==> src/design/dgr_pkg.sv <==
// shared types, constants and defaults for the droplet grid router step core
package dgr_pkg;

    localparam int GRID_ROWS_DEF     = 720;
    localparam int GRID_COLS_DEF     = 1280;
    localparam int MAX_DROP_SIZE_DEF = 64;
    localparam int GUARD_CELLS_DEF   = 2;

    localparam int COORD_W = 15;
    typedef logic signed [COORD_W-1:0] coord_t;

    // actions
    localparam logic [1:0] ACT_PLACE = 2'd0;
    localparam logic [1:0] ACT_STEP  = 2'd1;
    localparam logic [1:0] ACT_CLEAR = 2'd2;

    // phases
    localparam logic [2:0] PH_ROW_CH  = 3'd0;
    localparam logic [2:0] PH_COL_CH  = 3'd1;
    localparam logic [2:0] PH_ROW_TGT = 3'd2;
    localparam logic [2:0] PH_ARRIVED = 3'd4;

    // route classes
    localparam logic [1:0] CLS_UPPER_RIGHT = 2'd0;
    localparam logic [1:0] CLS_UPPER_LEFT  = 2'd1;
    localparam logic [1:0] CLS_LOWER_LEFT  = 2'd2;
    localparam logic [1:0] CLS_LOWER_RIGHT = 2'd3;

    // configuration register indexes
    localparam logic [2:0] CFG_UP_MARGIN       = 3'd0;
    localparam logic [2:0] CFG_DOWN_MARGIN     = 3'd1;
    localparam logic [2:0] CFG_UPPER_RIGHT_ROW = 3'd2;
    localparam logic [2:0] CFG_UPPER_LEFT_ROW  = 3'd3;
    localparam logic [2:0] CFG_LOWER_LEFT_ROW  = 3'd4;
    localparam logic [2:0] CFG_LOWER_RIGHT_ROW = 3'd5;

    typedef struct packed {
        logic load;
        logic plan;
        logic ginit;
        logic winit;
        logic zinit;
        logic rd;
        logic wr;
        logic zero;
        logic next;
        logic block;
    } dgr_cmd_t;

    typedef struct packed {
        logic is_clear;
        logic need_guard;
        logic need_write;
        logic empty;
        logic last;
        logic hit;
    } dgr_stat_t;

    typedef struct packed {
        logic signed [11:0] new_row;
        logic signed [11:0] new_col;
        logic [2:0]         new_phase;
        logic               moved;
        logic               blocked;
        logic               still_active;
        logic [1:0]         route_class;
    } dgr_res_t;

endpackage

==> src/design/dgr_ctrl.sv <==
// sequencing state machine for the droplet grid router step core
module dgr_ctrl (
    input  logic              clk,
    input  logic              rst_n,
    input  logic              in_valid,
    input  logic              out_free,
    input  dgr_pkg::dgr_stat_t st,
    output logic              in_stall,
    output logic              done,
    output dgr_pkg::dgr_cmd_t cmd
);
    import dgr_pkg::*;

    localparam logic [3:0] S_INIT = 4'd0;
    localparam logic [3:0] S_IDLE = 4'd1;
    localparam logic [3:0] S_PLAN = 4'd2;
    localparam logic [3:0] S_DISP = 4'd3;
    localparam logic [3:0] S_GRD  = 4'd4;
    localparam logic [3:0] S_GCHK = 4'd5;
    localparam logic [3:0] S_WRD  = 4'd6;
    localparam logic [3:0] S_WWR  = 4'd7;
    localparam logic [3:0] S_ZERO = 4'd8;
    localparam logic [3:0] S_DONE = 4'd9;

    logic [3:0] state_reg, state_next;

    always_ff @(posedge clk or negedge rst_n)
    begin
        if (!rst_n)
        begin
            state_reg <= S_INIT;
        end
        else
        begin
            state_reg <= state_next;
        end
    end

    always_comb
    begin
        state_next = state_reg;
        cmd        = '0;
        done       = 1'b0;
        in_stall   = 1'b1;
        unique case (state_reg)
            S_INIT:
            begin
                cmd.wr   = 1'b1;
                cmd.zero = 1'b1;
                cmd.next = 1'b1;
                if (st.last)
                begin
                    state_next = S_IDLE;
                end
            end
            S_IDLE:
            begin
                in_stall = 1'b0;
                if (in_valid)
                begin
                    cmd.load   = 1'b1;
                    state_next = S_PLAN;
                end
            end
            S_PLAN:
            begin
                cmd.plan   = 1'b1;
                state_next = S_DISP;
            end
            S_DISP:
            begin
                priority if (st.is_clear)
                begin
                    cmd.zinit  = 1'b1;
                    state_next = S_ZERO;
                end
                else if (st.need_guard)
                begin
                    cmd.ginit  = 1'b1;
                    state_next = S_GRD;
                end
                else if (st.need_write)
                begin
                    cmd.winit  = 1'b1;
                    state_next = S_WRD;
                end
                else
                begin
                    state_next = S_DONE;
                end
            end
            S_GRD:
            begin
                if (st.empty)
                begin
                    cmd.winit  = 1'b1;
                    state_next = S_WRD;
                end
                else
                begin
                    cmd.rd     = 1'b1;
                    state_next = S_GCHK;
                end
            end
            S_GCHK:
            begin
                priority if (st.hit)
                begin
                    cmd.block  = 1'b1;
                    state_next = S_DONE;
                end
                else if (st.last)
                begin
                    cmd.winit  = 1'b1;
                    state_next = S_WRD;
                end
                else
                begin
                    cmd.next   = 1'b1;
                    state_next = S_GRD;
                end
            end
            S_WRD:
            begin
                if (st.empty)
                begin
                    state_next = S_DONE;
                end
                else
                begin
                    cmd.rd     = 1'b1;
                    state_next = S_WWR;
                end
            end
            S_WWR:
            begin
                cmd.wr = 1'b1;
                if (st.last)
                begin
                    state_next = S_DONE;
                end
                else
                begin
                    cmd.next   = 1'b1;
                    state_next = S_WRD;
                end
            end
            S_ZERO:
            begin
                cmd.wr   = 1'b1;
                cmd.zero = 1'b1;
                cmd.next = 1'b1;
                if (st.last)
                begin
                    state_next = S_DONE;
                end
            end
            S_DONE:
            begin
                if (out_free)
                begin
                    done       = 1'b1;
                    state_next = S_IDLE;
                end
            end
            default:
            begin
                state_next = S_IDLE;
            end
        endcase
    end

    a_block_after_read: assert property (@(posedge clk) disable iff (!rst_n)
        cmd.block |-> $past(cmd.rd))
        else $error("guard block without a row read");

    a_rmw_after_read: assert property (@(posedge clk) disable iff (!rst_n)
        (state_reg == S_WWR) |-> $past(cmd.rd))
        else $error("row write without preceding read");

    a_done_when_free: assert property (@(posedge clk) disable iff (!rst_n)
        done |-> (out_free && in_stall))
        else $error("result finished while output slot busy");

    a_no_rd_wr: assert property (@(posedge clk) disable iff (!rst_n)
        !(cmd.rd && cmd.wr))
        else $error("memory read and write in same cycle");

endmodule

==> config.mk <==
export PLATFORM = sky130hd
export DESIGN_NAME = dgr_ctrl
export DESIGN_NICKNAME = d
export VERILOG_FILES = /design/src/design/dgr_pkg.sv /design/src/design/dgr_ctrl.sv
export SDC_FILE = /design/constraint.sdc
export NUM_CORES = 1
export LEC_CHECK = 0
export BUFFER_PORTS_ARGS = -buffer_cell sky130_fd_sc_hd__buf_4
export CAP_MARGIN = 20
export CORE_AREA = 2 2 39 41
export DETAILED_ROUTE_END_ITERATION = 6
export DIE_AREA = 0 0 41 43
export GPL_TIMING_DRIVEN = 0
export PLACE_DENSITY = 0.65
export SLEW_MARGIN = 5
export SYNTH_ARGS = -nofsm -noshare
export SYNTH_HDL_FRONTEND = slang
export SYNTH_SLANG_ARGS = --single-unit
==> constraint.sdc <==
create_clock -name clk -period 2.28 [get_ports clk]
set_clock_uncertainty 0.2 [all_clocks]
set_input_delay 0.456 -clock clk [delete_from_list [all_inputs] [get_ports clk]]
set_output_delay 0.456 -clock clk [all_outputs]
set_load 0.005 [all_outputs]
==> results by group, run 1 <==
Place
  – I/O Buffers: 21
  – Dpl hpwl: ~1.0 mm
  – Final RePlAce weighted congestion: ~0.76

Floorplanning
  – Number of core rows: 14
  – Initial core utilization: 33.2%
  – Top-level I/O count: 22
  – Die W: 41 um
  – Die Span Y: 43 um
  – Die Area: 1760 um2
  – Core area: 1380 um2

Cells and area
  – Fin nets: 102
  – Most frequent cells in the layout: buf_4, nor2_1, nor2b_1, nand2_1, o21ai_0
  – Layout cell share with drive strength beyond 1: 36.7%
  – Diode count: 0
  – Max FFs per register: 4
  – Leading cell type in the layout, fill and taps excluded: buf_4
  – Synth-to-Final Area Change: 52.0%
  – Final Util: 50.5%

Power and ir drop
  – Leak Pwr: 0.327 nW
  – Switching share of power: 45.4%
  – Reg power frac: 18.4%
  – Sw Pwr: 0.000379 W
  – Clock network power share: 10.4%
  – Internal: between 0.0004 and 0.0005 W
  – Worst vdd ir: 0.601 mV
  – Share of power burned in combinational logic: 71.3%
  – PwrDens: around 1200 nW/um2

Global routing
  – Pin count of the biggest net entering global routing: 11
  – Gr usage total: 17.1%
  – First-pass GRT wire length: 2.09 mm
  – GR Overflow Total: 0
  – Vias in the first global route: 489
  – Antenna violations before repair: 0

Clocking
  – TritonCTS clock tree: built
  – Num CTS Buffers: 3
  – CTS max path bufs: 2
  – Clock Sinks: 4
  – Clk slew on worst S/H paths: 0.04 ns
  – Setup Buffers After CTS: 0
  – Htree depth: 1
  – Root buffer cell: clkbuf_4
  – Worst skew pair latency: 0.23 ns

STA
  – Relative slew slack: 77.5%
  – Worst-Margin Slew: roughly 0.34 ns
  – Fmax: 451 MHz
  – Setup violators final: 0
  – Unrepaired setup endpoints after global routing: no
  – Setup_tns: 0 ns
  – Final slew viol count: 0
  – Min Clock Period, post-route: ~2.2 ns
  – Tcrit/Tclk final: 97.3%
  – Final number of hold-violating endpoints: 0

Status
  – Run status: complete, no violations

Route
  – Drt drc: 0
  – Wire per inst: 12.9 um
  – Final WL: 1.37 mm
  – DR pass1 iterations: 4
  – Routed Antenna Nets: 0
  – DRT iter0 DRCs: 11
  – Via count: 580
  – Vias/cell: 5.47

Logic synthesis
  – Syn Area/Cell: 7.06 um2
  – Area leader, netlist: dfrtp_1
  – #FFs+latches synth: 4
  – Mapped Nets: 75
  – Post-synthesis sequential area ratio: about 22%
  – Cell area after synthesis: 459 um2
  – Synth warn: 0
  – Top cells by area, synth: dfrtp_1, nor2_1, nor2b_1
  – Post-synthesis instance total: 65
  – Yosys cell types: 34
  – Synth top area share: a little over a fifth

Min path
  – Worst min-delay path class: in2reg
  – Hold EP: state_reg[2]$_DFFE_PN0P_
  – Worst Hold Launch: st[3]
  – WHS Path Cells: 3

Worst setup path
  – Worst Reg-to-Reg Cells: 3
  – Max FO, Critical Path: 9
  – RR Endpoint: state_reg[0]$_DFFE_PN0P_
  – Nature of the critical path endpoint: output port
  – Reg-to-reg setup timing slack: 0.50 ns
  – Crit path DAT: 1.56 ns
  – CP Launch Type: register
  – Reg2reg start: state_reg[3]$_DFFE_PN0P_
  – Setup CP Type: reg2out
  – Worst EP required: between 1.5 and 2 ns

Flow run
  – Max-cap viol count: 0
## cell usage after synthesis
cell type and instances:
inv_2 1, and2b_1 1, a211oi_1 1, o2111ai_1 1, nand2b_1 1, nand2_1 5
mux2_1 1, nor2b_1 5, a21boi_0 1, buf_6 1, o21ai_1 1, o211ai_1 1
nor3_1 1, o41ai_1 1, dfrtp_1 4, inv_1 3, o21ai_0 5, a21oi_1 3
nor2_1 9, nand3_1 2, a22o_1 1, a31oi_1 1, o32ai_1 1, o31a_1 1
and3_1 2, and3b_1 1, and4_1 1, and2_1 2, or3_1 1, or4_4 1
o21bai_1 1, a32oi_1 1, o21a_1 1, clkbuf_1 2
## timing repair
| action | in CTS | in global routing |
|---|---|---|
| resized for setup | 2 | 8 |
| hold buffers | 1 | 0 |
| endpoints found under the setup margin | 2 | 2 |
| pin swaps | 0 | 1 |
| endpoints found under the hold margin | 4 | 0 |
## worst max-delay path by stage
stage,startpoint,to,slack [ns],cells after the start
5_1_grt,state_reg[3]$_DFFE_PN0P_,cmd[6],0.01,3
3_5_place_dp,st[5],cmd[6],0.18,4
6_report,state_reg[3]$_DFFE_PN0P_,cmd[6],0.06,3
2_1_floorplan,state_reg[2]$_DFFE_PN0P_,cmd[6],0.42,3
3_3_place_gp,st[5],cmd[6],0.19,4
4_1_cts,state_reg[2]$_DFFE_PN0P_,cmd[6],0.0005,4
## cell families after synthesis
family	share of synthesized area (%)
AO/OA/AOI/OAI	30.8
buffers and inverters	7.36
multiplexers	2.45
flip-flops	21.8
AND/OR/NAND/NOR	37.6
## critical path, cell delays in order, from the launching register on
cell     delay [ns]
dfrtp_2        0.46
or4_4          0.57
o32ai_4        0.15
buf_4          0.15
## cell type report
type | count | area, um2
inverter | 4 | 15.0
buffer | 3 | 23.8
sequential | 4 | 103
multi-input combinational | 54 | 347
timing repair buffer | 22 | 168
tap | 16 | 20.0
clock buffer | 3 | 22.5
fill | 147 | 686
## power by group through the flow
| stage | sequential (W) | clock (W) | combinational [W] |
|---|---|---|---|
| finish | 0.000154 | 0.0000866 | 0.000595 |
| global route | 0.000163 | 0.0000991 | 0.000657 |
| CTS | 0.000147 | 0.0000918 | 0.000565 |
| detailed placement | 0.000148 | 0 | 0.000553 |
| global placement | 0.000149 | 0 | 0.000554 |
| floorplan | 0.000135 | 0 | 0.000351 |
## routing by layer
metal | track usage [%] | wire length (um) | up-vias
li1 | - | - | 289
met1 | 25.6 | 623 | 264
met2 | 23.8 | 631 | 25
met3 | 6.28 | 105 | 2
met4 | 2.00 | 8 | 0
met5 | 0 | 0 | -
## stage by stage
| stage | total power (W) | std cells | area, um2 | hold slack [ns] | worst slack (ns) |
|---|---|---|---|---|---|
| after floorplan | 0.000486 | 65 | 459 | -0.0396 | 0.420 |
| after global placement | 0.000702 | 102 | 637 | 0.0523 | 0.190 |
| after detailed placement | 0.000701 | 102 | 637 | 0.0539 | 0.183 |
| after CTS | 0.000804 | 106 | 678 | 0.346 | 0.000468 |
| after global routing | 0.000920 | 106 | 698 | 0.367 | 0.0130 |
| final | 0.000836 | 106 | 698 | 0.350 | 0.0621 |
No activity file was read; power rests on OpenSTA's default activity.
==> run 2: changes to the inputs <==
==> constraint.sdc (replaced) <==
create_clock -name clk -period 2.28 [get_ports clk]
set_clock_uncertainty 0.2 [all_clocks]
set_input_delay 0.228 -clock clk [delete_from_list [all_inputs] [get_ports clk]]
set_output_delay 0.228 -clock clk [all_outputs]
set_load 0.005 [all_outputs]
==> results by group, run 2 (synthesis results as in run 1) <==
Status
  – Run status: complete, no violations

Cells and area
  – Diode count: 0
  – Most frequent cells in the layout: buf_4, nor2_1, nor2b_1, nand2_1, o21ai_0
  – # fillers: 149
  – Final instance area: 669 um2
  – Fin nets: 102
  – Layout cell share with drive strength beyond 1: 30.0%
  – Non-filler instance count after layout: 106
  – Synth-to-Final Area Change: 45.8%
  – Leading cell type in the layout, fill and taps excluded: buf_4
  – Max FFs per register: 4

Route
  – Vias/cell: around 5.4
  – Via count: ~580
  – Wire per inst: 12.7 um
  – Final WL: 1.34 mm
  – DR pass1 iterations: 4
  – Drt drc: 0
  – Routed Antenna Nets: 0
  – DRT iter0 DRCs: 10

Worst setup path
  – Setup CP Type: reg2out
  – Worst Reg-to-Reg Cells: 5
  – CP Launch Type: register
  – Worst path max stage delay: 0.44 ns
  – Worst EP required: 1.85 ns
  – Max FO, Critical Path: 10
  – Crit path DAT: ~1.7 ns
  – Crit path depth: 4
  – WP buf/inv: 3
  – Slowest CP cell: dfrtp_1
  – Critical path cell sequence: clkbuf_1, inv_1, o41ai_1, buf_4
  – Nature of the critical path endpoint: output port
  – Delay-heaviest family, CP: buffers and inverters

Clocking
  – TritonCTS clock tree: built
  – Clock Sinks: 4
  – CTS max path bufs: 2
  – Num CTS Buffers: 3
  – Root buffer cell: clkbuf_4
  – Setup Buffers After CTS: 0
  – Clk slew on worst S/H paths: 0.04 ns
  – Worst skew pair latency: ~0.24 ns
  – Htree depth: 1

Power and ir drop
  – Leak Pwr: between 0.3 and 0.4 nW
  – Sw Pwr: 0.000362 W
  – Reg power frac: 18.9%
  – Share of power burned in combinational logic: a little over two thirds
  – Clock network power share: 10.9%
  – Switching share of power: 45.4%
  – Internal: 0.000435 W
  – Worst vdd ir: 0.598 mV
  – PwrDens: 1190 nW/um2

Floorplanning
  – Top-level I/O count: 22
  – Core area: 1380 um2
  – Initial core utilization: around a third
  – Die W: around 41 um
  – Number of core rows: 14
  – Die Area: 1760 um2
  – Die Span Y: 43 um

STA
  – Worst-Margin Slew: 0.386 ns
  – Fmax: between 400 and 500 MHz
  – Tcrit/Tclk final: about nine tenths
  – Min Clock Period, post-route: around 2.1 ns
  – Setup violators final: 0
  – Relative slew slack: 74.2%
  – Unrepaired setup endpoints after global routing: no
  – Worst setup margin: 0.190 ns
  – Setup_tns: 0 ns
  – Final number of hold-violating endpoints: 0
  – Final slew viol count: 0

Global routing
  – Antenna violations before repair: 0
  – Gr usage total: 16.8%
  – Vias in the first global route: just under 500
  – GR Overflow Total: 0
  – First-pass GRT wire length: 2.06 mm
  – Pin count of the biggest net entering global routing: 11

Place
  – Area after DPL: 637 um2
  – I/O Buffers: 21
  – Final RePlAce weighted congestion: 0.758
  – Dpl hpwl: 1.02 mm
  – Dpl cells: 102
  – Dpl ws: between 0.4 and 0.5 ns

Flow run
  – Max-cap viol count: 0

Min path
  – WHS Path Cells: 3
  – Worst min-delay path class: in2reg
-- run 2: metal layers --
| layer | GRT usage (%) | part of all wire (%) | up-vias |
|---|---|---|---|
| met5 | 0 | 0 | - |
| met3 | 6.28 | 9.6 | 0 |
| met1 | 25.2 | 44 | 259 |
| met2 | 23.1 | 46 | 27 |
| li1 | - | - | 291 |
| met4 | 2.00 | 0 | 0 |
-- run 2: worst min-delay path: cells and delay by family --
kind,cells,cell delay [ns]
buffers and inverters,1,0.09
AO/OA/AOI/OAI,1,0.16
AND/OR/NAND/NOR,1,0.04
-- run 2: layout make-up --
class | count | area, um2 | area share [%]
Timing Repair Buffer | 22 | 168 | 25.0
Buffer | 3 | 18.8 | 2.80
Sequential cell | 4 | 100 | 15.0
Clock buffer | 3 | 22.5 | 3.36
Inverter | 4 | 15.0 | 2.24
Multi-Input combinational cell | 54 | 325 | 48.6
Tap cell | 16 | 20.0 | 2.99
-- run 2: path summary, 6_finish.rpt --
check	slack (ns)	start	endpoint
setup reg to reg	0.49	state_reg[1]$_DFFE_PN0P_	state_reg[3]$_DFFE_PN0P_
setup / recovery	0.19	state_reg[0]$_DFFE_PN0P_	cmd[1]
hold / removal	0.12	st[3]	state_reg[2]$_DFFE_PN0P_
max in group asynchronous	1.65	rst_n	state_reg[1]$_DFFE_PN0P_
hold reg to reg	0.54	state_reg[2]$_DFFE_PN0P_	state_reg[2]$_DFFE_PN0P_
min in group asynchronous	0.13	rst_n	state_reg[3]$_DFFE_PN0P_
-- run 2: metrics by stage --
stage / power [W] / hold slack, ns / utilization (%)
after floorplan: 0.000486 / -0.268 / -
after global placement: 0.000702 / -0.176 / 46.0
after detailed placement: 0.000701 / -0.174 / 46.0
after CTS: 0.000796 / 0.118 / 48.4
after global routing: 0.000875 / 0.135 / 48.4
final: 0.000797 / 0.123 / 48.4
-- run 2: power by group through the flow --
stage / clock (W) / sequential, W / combinational (W)
2_1_floorplan: 0 / 0.000135 / 0.000351
3_3_place_gp: 0 / 0.000149 / 0.000554
3_5_place_dp: 0 / 0.000148 / 0.000553
4_1_cts: 0.0000918 / 0.000147 / 0.000557
5_1_grt: 0.0000973 / 0.000157 / 0.000621
6_report: 0.0000873 / 0.000150 / 0.000559
-- run 2: repair_timing --
| action | in CTS | in global routing |
|---|---|---|
| endpoints found under the hold margin | 4 | 0 |
| resized for setup | 0 | 0 |
| hold buffers | 1 | 0 |
==> run 3: changes to the inputs <==
--- a/constraint.sdc
+++ b/constraint.sdc
@@ -4,2 +4,2 @@
 set_output_delay 0.228 -clock clk [all_outputs]
-set_load 0.005 [all_outputs]
+set_load 0.05 [all_outputs]
==> results by group, run 3 (synthesis results as in run 1) <==
STA
  – Relative slew slack: 74.1%
  – Setup violators final: 0
  – Worst-Margin Slew: 0.388 ns
  – Tcrit/Tclk final: between 90 and 100%
  – Unrepaired setup endpoints after global routing: no
  – Final slew viol count: 0
  – Final number of hold-violating endpoints: 0
  – Setup_tns: 0 ns
  – Min Clock Period, post-route: ~2.2 ns
  – Worst setup margin: 0.117 ns
  – Fmax: around 460 MHz

Global routing
  – Pin count of the biggest net entering global routing: 11
  – Antenna violations before repair: 0
  – Vias in the first global route: 526
  – GR Overflow Total: 0
  – Gr usage total: 19.1%
  – First-pass GRT wire length: between 2 and 2.5 mm

Place
  – I/O Buffers: 21
  – Dpl ws: 0.357 ns
  – Dpl hpwl: 1.05 mm
  – Final RePlAce weighted congestion: 0.782

Worst setup path
  – Crit path DAT: 1.73 ns
  – Worst EP required: roughly 1.9 ns
  – Setup CP Type: reg2out
  – Worst Reg-to-Reg Cells: 3
  – Nature of the critical path endpoint: output port
  – CP Launch Type: register
  – Max FO, Critical Path: 9

Clocking
  – Setup Buffers After CTS: 0
  – Worst skew pair latency: 0.24 ns
  – Num CTS Buffers: 3
  – CTS max path bufs: 2
  – Clock Sinks: 4
  – TritonCTS clock tree: built
  – Htree depth: 1
  – Root buffer cell: clkbuf_4
  – Clk slew on worst S/H paths: 0.04 ns

Route
  – Drt drc: 0
  – Routed Antenna Nets: 0
  – Wire per inst: 13.2 um
  – Vias/cell: 5.52
  – Final WL: 1.40 mm
  – DRT iter0 DRCs: 16
  – Via count: 585
  – DR pass1 iterations: 4

Power and ir drop
  – Worst vdd ir: 0.667 mV
  – PwrDens: 1610 nW/um2
  – Leak Pwr: 0.329 nW

Min path
  – Worst min-delay path class: in2async

Floorplanning
  – Core area: about 1400 um2
  – Die W: 41 um
  – Initial core utilization: 33.2%
  – Top-level I/O count: 22
  – Die Area: between 1500 and 2000 um2
  – Number of core rows: 14
  – Die Span Y: roughly 43 um

Flow run
  – Max-cap viol count: 0

Cells and area
  – Fin nets: 102
  – Max FFs per register: 4
  – Layout cell share with drive strength beyond 1: 33.3%
  – Diode count: 0
  – Leading cell type in the layout, fill and taps excluded: buf_4
  – Most frequent cells in the layout: buf_4, nor2_1, nor2b_1, nand2_1, o21ai_0
  – Synth-to-Final Area Change: 49.3%

Status
  – Run status: complete, no violations
-- run 3: cell types whose count changed in the layout (fill, tap and decap cells not counted) --
cell / delta
o41ai_1: -1
o41ai_2: +1
clkbuf_1: -1
o32ai_1: -1
clkbuf_2: +1
o32ai_2: +1
-- run 3: power by group --
| part | internal [W] | switching (W) |
|---|---|---|
| clock network | 0.0000589 | 0.0000294 |
| registers | 0.000103 | 0.0000470 |
| logic | 0.000293 | 0.000573 |
-- run 3: critical path, stage by stage, from the launching register on --
cell and delay, ns:
dfrtp_1 0.48, or4_4 0.59, o32ai_2 0.17, buf_4 0.25
-- run 3: layout make-up --
| type | count | area, um2 |
|---|---|---|
| fillers | 148 | 698 |
| multi-input cells | 54 | 340 |
| repair buffers | 22 | 168 |
| flip-flops and latches | 4 | 100 |
| clock buffers | 3 | 22.5 |
| plain buffers | 3 | 20.0 |
| well taps | 16 | 20.0 |
| inverters | 4 | 15.0 |
-- run 3: stage by stage --
step	power (W)	instances	utilization (%)	area, um2	hold slack (ns)
2_1_floorplan	0.000784	65	-	474	-0.268
3_3_place_gp	0.00101	102	47.1	652	-0.176
3_5_place_dp	0.00101	102	47.1	652	-0.175
4_1_cts	0.00111	106	49.5	684	0.114
5_1_grt	0.00119	106	49.5	686	0.127
6_report	0.00110	106	49.5	686	0.117
-- run 3: timing repair --
item / in CTS / in global routing
gates resized for setup: 0 / 2
hold endpoints to repair: 4 / 0
setup endpoints to repair: 0 / 1
hold buffers: 1 / 0
-- run 3: path summary, 6_finish.rpt --
kind / start / endpoint / slack, ns
max in group asynchronous: rst_n / state_reg[1]$_DFFE_PN0P_ / 1.66
setup / recovery: state_reg[3]$_DFFE_PN0P_ / cmd[6] / 0.12
min in group clk: st[3] / state_reg[2]$_DFFE_PN0P_ / 0.12
setup reg to reg: state_reg[3]$_DFFE_PN0P_ / state_reg[0]$_DFFE_PN0P_ / 0.48
hold reg to reg: state_reg[2]$_DFFE_PN0P_ / state_reg[2]$_DFFE_PN0P_ / 0.56
hold / removal: rst_n / state_reg[0]$_DFFE_PN0P_ / 0.12
-- run 3: metal layers --
metal / track usage, % / part of all wire [%] / up-vias
li1: - / - / 288
met1: 23.1 / 43 / 268
met2: 29.4 / 48 / 29
met3: 6.28 / 8.3 / 0
met4: 8.00 / 0 / 0
met5: 0 / 0 / -
